**src/rtl/core/mbe_pkg.sv**
```systemverilog
`default_nettype none
// ----------------------------------------------------------------------------
// mbe_pkg
// Shared types and fixed-point constants of the escape-time block.
// ----------------------------------------------------------------------------
package mbe_pkg;

   localparam int FRAC_BITS = 28;
   localparam int VAL_BITS  = 40;
   localparam int OPND_BITS = 32;
   localparam int PROD_BITS = 2 * OPND_BITS;

   typedef logic signed [VAL_BITS-1:0]  val_type;
   typedef logic        [OPND_BITS-1:0] opnd_type;
   typedef logic        [PROD_BITS-1:0] prod_type;

   localparam val_type ONE       = val_type'(64'd1 << FRAC_BITS);
   localparam val_type QUARTER   = val_type'(64'd1 << (FRAC_BITS - 2));
   localparam val_type SIXTEENTH = val_type'(64'd1 << (FRAC_BITS - 4));
   localparam val_type FOUR      = val_type'(64'd4 << FRAC_BITS);
   localparam val_type CARD_LO   = -val_type'(64'd3 << (FRAC_BITS - 2));
   localparam val_type CARD_HI   = val_type'(64'd1 << (FRAC_BITS - 1));
   localparam val_type IM_BOUND  = val_type'(64'd2 << FRAC_BITS);

   localparam logic ADDR_MAX_ITER = 1'b0;

   typedef enum logic [3:0] {
      MUL_IM_IM,
      MUL_RE_RE,
      MUL_D_D,
      MUL_TR_TR,
      MUL_Q_QT,
      MUL_ZR_ZI,
      MUL_ZR_ZR,
      MUL_ZI_ZI
   } mul_op_type;

   typedef enum logic [3:0] {
      WB_NONE,
      WB_IM2,
      WB_RE2,
      WB_D2,
      WB_Q,
      WB_QT,
      WB_FLAG,
      WB_ZUPD,
      WB_SR,
      WB_SI
   } wb_op_type;

   typedef struct packed {
      logic       load;
      mul_op_type mul_op;
      wb_op_type  wb_op;
      logic       rsp_load;
   } cmd_type;

   typedef struct packed {
      logic in_region;
      logic cont;
   } status_type;

endpackage
`default_nettype wire

```
**src/rtl/core/mbe_datapath.sv**
```systemverilog
`default_nettype none
// ----------------------------------------------------------------------------
// mbe_datapath
// Point registers, shared 32x32 magnitude multiplier, region tests, iterate
// registers, iteration counter and result register.
// ----------------------------------------------------------------------------
module mbe_datapath #(
   parameter int COUNT_BITS = 24
) (
   input  wire logic                      clock,
   input  wire logic                      reset,
   input  wire logic signed [31:0]        req_point_real,
   input  wire logic signed [31:0]        req_point_imag,
   input  wire logic [COUNT_BITS-1:0]     limit,
   input  wire mbe_pkg::cmd_type          cmd,
   output mbe_pkg::status_type            status,
   output logic [COUNT_BITS-1:0]          rsp_iteration_count
);
   import mbe_pkg::*;

   function automatic opnd_type f_mag(input val_type v);
      val_type a;
      a = (v < 0) ? -v : v;
      return a[OPND_BITS-1:0];
   endfunction

   val_type re_ff, im_ff, d_ff, tr_ff;
   val_type im2_ff, re2_ff, d2_ff, q_ff, qt_ff;
   val_type zr_ff, zi_ff, sr_ff, si_ff;
   prod_type p_ff;
   logic neg_ff;
   logic inside_ff;
   logic [COUNT_BITS-1:0] n_ff;
   logic [COUNT_BITS-1:0] rsp_ff;

   val_type opa, opb, sc, re_in;
   logic disk1, disk2, card;

   always_comb begin
      opa = zr_ff;
      opb = zi_ff;
      case (cmd.mul_op)
         MUL_IM_IM: begin opa = im_ff; opb = im_ff; end
         MUL_RE_RE: begin opa = re_ff; opb = re_ff; end
         MUL_D_D:   begin opa = d_ff;  opb = d_ff;  end
         MUL_TR_TR: begin opa = tr_ff; opb = tr_ff; end
         MUL_Q_QT:  begin opa = q_ff;  opb = qt_ff; end
         MUL_ZR_ZR: begin opa = zr_ff; opb = zr_ff; end
         MUL_ZI_ZI: begin opa = zi_ff; opb = zi_ff; end
         default:   begin opa = zr_ff; opb = zi_ff; end
      endcase
   end

   assign sc    = neg_ff ? -val_type'(p_ff >> FRAC_BITS) : val_type'(p_ff >> FRAC_BITS);
   assign re_in = val_type'(req_point_real);
   assign disk1 = (re2_ff + im2_ff) < SIXTEENTH;
   assign disk2 = (d2_ff + im2_ff) < SIXTEENTH;
   assign card  = (re_ff > CARD_LO) && (re_ff < CARD_HI) && (im_ff > -IM_BOUND)
                  && (im_ff < IM_BOUND) && (sc < (im2_ff >>> 2));

   assign status.in_region = inside_ff;
   assign status.cont      = ((sr_ff + si_ff) < FOUR) && (n_ff < limit);
   assign rsp_iteration_count = rsp_ff;

   always_ff @(posedge clock) begin
      p_ff   <= PROD_BITS'(f_mag(opa)) * PROD_BITS'(f_mag(opb));
      neg_ff <= opa[VAL_BITS-1] ^ opb[VAL_BITS-1];
      if (cmd.load) begin
         re_ff <= re_in;
         im_ff <= val_type'(req_point_imag);
         d_ff  <= re_in + ONE;
         tr_ff <= re_in - QUARTER;
      end
      if (cmd.rsp_load) begin
         rsp_ff <= inside_ff ? limit : n_ff;
      end
      unique case (cmd.wb_op)
         WB_NONE: ;
         WB_IM2:  im2_ff <= sc;
         WB_RE2:  re2_ff <= sc;
         WB_D2:   d2_ff  <= sc;
         WB_Q:    q_ff   <= sc + im2_ff;
         WB_QT:   qt_ff  <= q_ff + tr_ff;
         WB_FLAG: begin
            zr_ff <= '0;
            zi_ff <= '0;
            sr_ff <= '0;
            si_ff <= '0;
         end
         WB_ZUPD: begin
            zr_ff <= sr_ff - si_ff + re_ff;
            zi_ff <= (sc <<< 1) + im_ff;
         end
         WB_SR:   sr_ff <= sc;
         WB_SI:   si_ff <= sc;
         default: ;
      endcase
   end

   always_ff @(posedge clock) begin
      if (reset) begin
         inside_ff <= 1'b0;
         n_ff      <= '0;
      end else if (cmd.wb_op == WB_FLAG) begin
         inside_ff <= disk1 || disk2 || card;
         n_ff      <= '0;
      end else if (cmd.wb_op == WB_SI) begin
         n_ff <= n_ff + 1'b1;
      end
   end

   a_count_step: assert property (@(posedge clock) disable iff (reset)
      cmd.wb_op == WB_SI |=> n_ff == $past(n_ff) + 1'b1)
      else $error("iteration count did not advance");
   a_z_clear: assert property (@(posedge clock) disable iff (reset)
      cmd.wb_op == WB_FLAG |=> (zr_ff == 0) && (zi_ff == 0) && (n_ff == 0))
      else $error("iterate not cleared");
   a_rsp_inside: assert property (@(posedge clock) disable iff (reset)
      cmd.rsp_load && inside_ff |=> rsp_ff == $past(limit))
      else $error("inside point did not return limit");

endmodule
`default_nettype wire

```
**src/rtl/core/mbe_ctrl.sv**
```systemverilog
`default_nettype none
// ----------------------------------------------------------------------------
// mbe_ctrl
// Sequencer: region checks, iteration loop, result handover.
// ----------------------------------------------------------------------------
module mbe_ctrl (
   input  wire logic                clock,
   input  wire logic                reset,
   input  wire logic                req_valid,
   output logic                     req_ready,
   output logic                     rsp_valid,
   input  wire logic                rsp_ready,
   input  wire mbe_pkg::status_type status,
   output mbe_pkg::cmd_type         cmd
);
   import mbe_pkg::*;

   typedef enum logic [14:0] {
      S_IDLE    = 15'b000000000000001,
      S_PRE_IM2 = 15'b000000000000010,
      S_PRE_RE2 = 15'b000000000000100,
      S_PRE_D2  = 15'b000000000001000,
      S_PRE_TR2 = 15'b000000000010000,
      S_PRE_Q   = 15'b000000000100000,
      S_PRE_QT  = 15'b000000001000000,
      S_PRE_LHS = 15'b000000010000000,
      S_PRE_DEC = 15'b000000100000000,
      S_CHK     = 15'b000001000000000,
      S_IT_TEST = 15'b000010000000000,
      S_IT_SQR  = 15'b000100000000000,
      S_IT_WBR  = 15'b001000000000000,
      S_IT_WBI  = 15'b010000000000000,
      S_DONE    = 15'b100000000000000
   } state_type;

   state_type state_ff, state_in;
   logic rsp_valid_ff, rsp_valid_in;
   logic out_free;

   assign out_free  = !rsp_valid_ff || rsp_ready;
   assign req_ready = (state_ff == S_IDLE);
   assign rsp_valid = rsp_valid_ff;

   always_comb begin
      state_in     = state_ff;
      cmd.load     = 1'b0;
      cmd.mul_op   = MUL_ZR_ZI;
      cmd.wb_op    = WB_NONE;
      cmd.rsp_load = 1'b0;
      rsp_valid_in = rsp_valid_ff && !rsp_ready;
      unique case (state_ff)
         S_IDLE: begin
            cmd.load = req_valid;
            if (req_valid) state_in = S_PRE_IM2;
         end
         S_PRE_IM2: begin
            cmd.mul_op = MUL_IM_IM;
            state_in   = S_PRE_RE2;
         end
         S_PRE_RE2: begin
            cmd.wb_op  = WB_IM2;
            cmd.mul_op = MUL_RE_RE;
            state_in   = S_PRE_D2;
         end
         S_PRE_D2: begin
            cmd.wb_op  = WB_RE2;
            cmd.mul_op = MUL_D_D;
            state_in   = S_PRE_TR2;
         end
         S_PRE_TR2: begin
            cmd.wb_op  = WB_D2;
            cmd.mul_op = MUL_TR_TR;
            state_in   = S_PRE_Q;
         end
         S_PRE_Q: begin
            cmd.wb_op = WB_Q;
            state_in  = S_PRE_QT;
         end
         S_PRE_QT: begin
            cmd.wb_op = WB_QT;
            state_in  = S_PRE_LHS;
         end
         S_PRE_LHS: begin
            cmd.mul_op = MUL_Q_QT;
            state_in   = S_PRE_DEC;
         end
         S_PRE_DEC: begin
            cmd.wb_op = WB_FLAG;
            state_in  = S_CHK;
         end
         S_CHK: begin
            cmd.mul_op = MUL_ZR_ZI;
            state_in   = status.in_region ? S_DONE : S_IT_TEST;
         end
         S_IT_TEST: begin
            if (status.cont) begin
               cmd.wb_op = WB_ZUPD;
               state_in  = S_IT_SQR;
            end else begin
               state_in  = S_DONE;
            end
         end
         S_IT_SQR: begin
            cmd.mul_op = MUL_ZR_ZR;
            state_in   = S_IT_WBR;
         end
         S_IT_WBR: begin
            cmd.wb_op  = WB_SR;
            cmd.mul_op = MUL_ZI_ZI;
            state_in   = S_IT_WBI;
         end
         S_IT_WBI: begin
            cmd.wb_op  = WB_SI;
            cmd.mul_op = MUL_ZR_ZI;
            state_in   = S_IT_TEST;
         end
         S_DONE: begin
            if (out_free) begin
               cmd.rsp_load = 1'b1;
               rsp_valid_in = 1'b1;
               state_in     = S_IDLE;
            end
         end
         default: state_in = S_IDLE;
      endcase
   end

   always_ff @(posedge clock) begin
      if (reset) begin
         state_ff     <= S_IDLE;
         rsp_valid_ff <= 1'b0;
      end else begin
         state_ff     <= state_in;
         rsp_valid_ff <= rsp_valid_in;
      end
   end

   a_accept_starts: assert property (@(posedge clock) disable iff (reset)
      req_valid && req_ready |=> state_ff == S_PRE_IM2)
      else $error("accepted beat did not start checks");
   a_done_hands_over: assert property (@(posedge clock) disable iff (reset)
      state_ff == S_DONE && out_free |=> rsp_valid_ff && state_ff == S_IDLE)
      else $error("result not handed over");
   a_busy_no_accept: assert property (@(posedge clock) disable iff (reset)
      state_ff != S_IDLE |-> !req_ready)
      else $error("ready while busy");

endmodule
`default_nettype wire

```
**src/rtl/core/mandelbrot_escape_time.sv**
```systemverilog
`default_nettype none
// ----------------------------------------------------------------------------
// mandelbrot_escape_time
// Escape-time count of one complex point with disk and cardioid pre-checks.
// ----------------------------------------------------------------------------
// One point is worked on at a time. A point that falls in a known region
// skips the iteration loop; otherwise the loop runs n times for a count of n:
// every iteration needs three products from the single shared 32x32
// multiplier, each held in the product register before it is written back.
// The result sits in an output register, so a new point is accepted as soon
// as the previous one has been handed over or moved into that register.
module mandelbrot_escape_time #(
   parameter int COUNT_BITS = 24
) (
   input  wire logic                  clock,
   input  wire logic                  reset,
   input  wire logic                  req_valid,
   output logic                       req_ready,
   input  wire logic signed [31:0]    req_point_real,
   input  wire logic signed [31:0]    req_point_imag,
   output logic                       rsp_valid,
   input  wire logic                  rsp_ready,
   output logic [COUNT_BITS-1:0]      rsp_iteration_count,
   input  wire logic                  psel,
   input  wire logic                  penable,
   input  wire logic                  pwrite,
   input  wire logic [2:0]            paddr,
   input  wire logic [31:0]           pwdata,
   output logic [31:0]                prdata,
   output logic                       pready
);
   import mbe_pkg::*;

   localparam logic [31:0] ITER_RESET = 32'd524288;

   logic [COUNT_BITS-1:0] max_iter_ff;
   cmd_type    cmd;
   status_type status;

   assign pready = 1'b1;
   assign prdata = (paddr[2] == ADDR_MAX_ITER) ? 32'(max_iter_ff) : '0;

   always_ff @(posedge clock) begin
      if (reset) begin
         max_iter_ff <= ITER_RESET[COUNT_BITS-1:0];
      end else if (psel && penable && pwrite && pready && paddr[2] == ADDR_MAX_ITER) begin
         max_iter_ff <= pwdata[COUNT_BITS-1:0];
      end
   end

   mbe_ctrl u_ctrl (
      .clock     (clock),
      .reset     (reset),
      .req_valid (req_valid),
      .req_ready (req_ready),
      .rsp_valid (rsp_valid),
      .rsp_ready (rsp_ready),
      .status    (status),
      .cmd       (cmd)
   );

   mbe_datapath #(
      .COUNT_BITS (COUNT_BITS)
   ) u_datapath (
      .clock               (clock),
      .reset               (reset),
      .req_point_real      (req_point_real),
      .req_point_imag      (req_point_imag),
      .limit               (max_iter_ff),
      .cmd                 (cmd),
      .status              (status),
      .rsp_iteration_count (rsp_iteration_count)
   );

endmodule
`default_nettype wire

```
**config.mk**
```make
export PLATFORM = sky130hd
export DESIGN_NAME = mandelbrot_escape_time
export DESIGN_NICKNAME = d
export VERILOG_FILES = /design/src/rtl/core/mbe_pkg.sv /design/src/rtl/core/mbe_datapath.sv /design/src/rtl/core/mbe_ctrl.sv /design/src/rtl/core/mandelbrot_escape_time.sv
export SDC_FILE = /design/constraint.sdc
export NUM_CORES = 2
export LEC_CHECK = 0
export BUFFER_PORTS_ARGS = -buffer_cell sky130_fd_sc_hd__buf_2
export CELL_PAD_IN_SITES_DETAIL_PLACEMENT = 1
export CELL_PAD_IN_SITES_GLOBAL_PLACEMENT = 1
export CORE_ASPECT_RATIO = 1.5
export CORE_MARGIN = 3
export CORE_UTILIZATION = 52
export DETAILED_ROUTE_END_ITERATION = 16
export HOLD_SLACK_MARGIN = 0.15
export PLACE_DENSITY_LB_ADDON = 0.2
export SLEW_MARGIN = 40
export SYNTH_ARGS = -nofsm -noshare
export SYNTH_HDL_FRONTEND = slang
export SYNTH_HIERARCHICAL = 1
export SYNTH_SLANG_ARGS = --single-unit
```
**constraint.sdc**
```tcl
create_clock -name clock -period 14.8 [get_ports clock]
set_clock_uncertainty 0.1 [all_clocks]
set_input_delay 2.96 -clock clock [delete_from_list [all_inputs] [get_ports clock]]
set_output_delay 2.96 -clock clock [all_outputs]
set_load 0.05 [all_outputs]
```
==> metrics.md <==
| Metric | Value |
|---|---|
| Distinct cells, synth | 104 |
| Vias per std cell | 6.03 |
| Final worst slack | 536 ps |
| Final Hold Viols | 0 |
| Pins Over Slew Limit | 0 |
| TNS Setup | 0 ps |
| Worst slew margin | 0.377 |
| Pre-Repair DR Iteration Count | 6 |
| H-tree depth | 2 |
| Max-cap viol count | 0 |
| Cell internal pwr | 0.00446 W |
| # DRC | 0 |
| Core box area | ~0.13 mm² |
| HP Start | max_iter_ff[8] |
| Number of synthesized flops with an enable pin | approximately 440 |
| DP Wirelength | ~200 mm |
| Critical path arrival | 14,700 ps |
| Crit Path Max Fanout | 31 |
| Worst-skew pair later-pin latency | 640 ps |
| Post-CTS Setup Repair Bufs | 0 |
| Crit Reg-Reg Startpoint | u_ctrl/state_ff[4] |
| Row count | 162 |
| Nets | 9,024 |
| Crit path max-delay family | adder cells |
| Synthesized area per cell | 9.42 µm² |
| Clock group share of total power | 0.167 |
| Top cells by area, synth | fa_1, edfxtp_1, ha_1 |
| Slowest CP cell | xor2_2 |
| RSZ-0062 raised after global routing | false |
| Die ar. | 0.136 mm² |
| Vias | ~55,000 |
| Largest net degree at the start of global routing | 67 |
| Sequential-to-total area share from yosys stat | 0.222 |
| CP dominant cell by count | fa_1 |
| Area occupied by multi-input gates | 0.0481 mm² |
| Final-report setup violation count | 0 |
| Top_reg_cell synth | edfxtp_1 |
| Layout cell share with drive strength beyond 1 | 0.0846 |
| Final GP Congestion | 0.993 |
| Syn-to-layout area delta | 8.12% |
| Avg WL per Cell | 27.1 µm |
| First-pass GRT wire length | 374 mm |
| PortBufs | about 150 |
| Place WS | 661 ps |
| Initial antenna violation count | 8 |
| CTS tree | built |
| Yosys top cell area share | 0.274 |
| Top post-synthesis cells by count | inv_1, fa_1, nor2_1 |
| Period minus WS final | ~14,000 ps |
| Crit path launch type | flop |
| Critical path required time | 15,240 ps |
| FFs w/ async S/R, synth | 0 |
| Net Switching | 0.00395 W |
| Worst-Margin Slew | 932 ps |
| Final wirelength | 247 mm |
| Fillers | 14,735 |
| Flop pwr share | 0.236 |
| Top Ports | 165 |
| Crit path kind | flop to flop |
| Critical Path End Type | flop |
| Leakage power | 34.1 nW |
| CTS max path bufs | 3 |
| FF+latch count, synth | 541 |
| Outcome | complete, no violations |
| Post-synth top area cell | fa_1 |
| Syn Inst Count | slightly above 7,000 |
| PwrDens | 114 mW/mm² |
| Die width | a little over 300 µm |
| Starting utilization of the core area | 0.525 |
| Max Fclk | 70.1 MHz |
| Comb pwr share | 0.597 |
| Min-delay worst type | flop to flop |
| Buffers and inverters on the worst path | 6 |
| Area of the mapped netlist | 0.0685 mm² |
| Die extent in y | 450 µm |
| Register area | 0.0152 mm² |
| Vias in the first global route | 62,411 |
| Num CTS Buffers | 48 |
| Global Route Usage Sum | 0.368 |
| CTS Hold Bufs | 0 |
| Switching share of total power | 0.469 |
| Most common cell in the netlist | inv_1 |
| Routed Antenna Nets | 0 |
| DRT iter0 DRCs | 3,509 |
| Ys Warns | 6 |
| CP peak stage delay | between 600 and 700 ps |
| Sink Count | 541 |
| Max VDD drop | between 0.00015 and 0.0002 V |
| Grt ovf | 0 |
| # resized after CTS | 0 |
| Root Driver | clkbuf_16 |
| Worst Setup SP | u_ctrl/state_ff[4] |
| Final period utilization | 0.964 |
| Clock-pin slew on the worst setup and hold paths | roughly 70 ps |
[cell usage in the layout, fill, tap and decap left out, drive strengths merged, types with 37 or more instances in the layout]
cell	count
fa	937
nor2	883
mux2i	52
o21ai	182
nor3	74
and3	43
edfxtp	439
xor2	146
clkbuf	58
ha	600
and2	42
o21bai	45
o21a	37
nand2	600
a21oi	314
nand4	70
dfxtp	102
nor2b	63
buf	336
xnor2	180
mux2	39
a21o	151
inv	1236
nand3	96
nand2b	140
[per-layer routing]
metal	GRT usage	up-vias	wire (µm)
li1	-	23925	-
met1	0.388	28258	83000
met2	0.648	2088	124000
met3	0.0529	906	14900
met4	0.300	6	25600
met5	0	-	46
[path summary, 6_finish.rpt]
check / end / slack (ps) / cells past startpoint
max: u_datapath/p_ff[63] / 540 / 39
min: max_iter_ff[8] / 400 / 2
max reg2reg: u_datapath/p_ff[63] / 540 / 39
min reg2reg: max_iter_ff[8] / 400 / 2
[through the flow]
step | utilization | hold slack (ps) | total power (W) | cells | area (µm²)
detailed placement | 0.554 | 393 | 0.00692 | 9053 | 72300
finish | 0.568 | 399 | 0.00841 | 9148 | 74000
floorplan | - | 367 | 0.00513 | 7273 | 68500
CTS | 0.568 | 403 | 0.00839 | 9143 | 74000
global placement | 0.553 | 387 | 0.00677 | 9050 | 72000
global route | 0.568 | 435 | 0.00895 | 9143 | 74000
[logic make-up after synthesis]
family          count (synthesis)  synth area share
mux                            96            0.0157
other cells                     3          0.000164
simple gates                 2180             0.146
flops                         541             0.222
fa+ha+maj                    1537             0.384
xor+xnor                      326            0.0427
compound gates               1072             0.104
buf+inv                      1511            0.0857
[power groups by stage]
stage,sequential [W],clock [W],combinational (W)
floorplan,0.00192,0,0.00321
global placement,0.00201,0,0.00476
detailed placement,0.00201,0,0.00491
CTS,0.00198,0.00143,0.00498
global route,0.00199,0.00147,0.00549
finish,0.00199,0.00140,0.00502
[registers in the layout (all words and copies together), names as in the netlist]
signal                          count
u_datapath/sr_ff                   40
u_datapath/si_ff                   40
u_datapath/re2_ff                  40
u_datapath/im2_ff                  40
u_datapath/d2_ff                   40
u_datapath/inside_ff                1
u_datapath/rsp_iteration_count     24
u_datapath/p_ff                    36
u_datapath/zr_ff                   33
u_datapath/im_ff                   32
u_ctrl/state_ff                    15
u_datapath/q_ff                    40
u_datapath/neg_ff                   1
u_datapath/qt_ff                   33
u_datapath/zi_ff                   33
u_datapath/n_ff                    24
max_iter_ff                        24
u_ctrl/rsp_valid                    1
u_datapath/d_ff                     5
u_datapath/tr_ff                    7
u_datapath/re_ff                   32
[tightest hold or removal path: cells and delay by family (launching register included)]
family / cells / cell delay [ps]
flip-flops: 1 / 330
multiplexers: 1 / 60
AND/OR/NAND/NOR: 1 / 70
[cell type report]
cell class | instances | area share
inverters | 1233 | 0.0625
clock buffers | 58 | 0.0181
repair buffers | 336 | 0.0298
clock inverters | 32 | 0.00517
well taps | 1722 | 0.0291
diodes | 5 | 0.000169
flip-flops and latches | 541 | 0.206
multi-input cells | 5221 | 0.649
(Power assumes the default switching activity.)
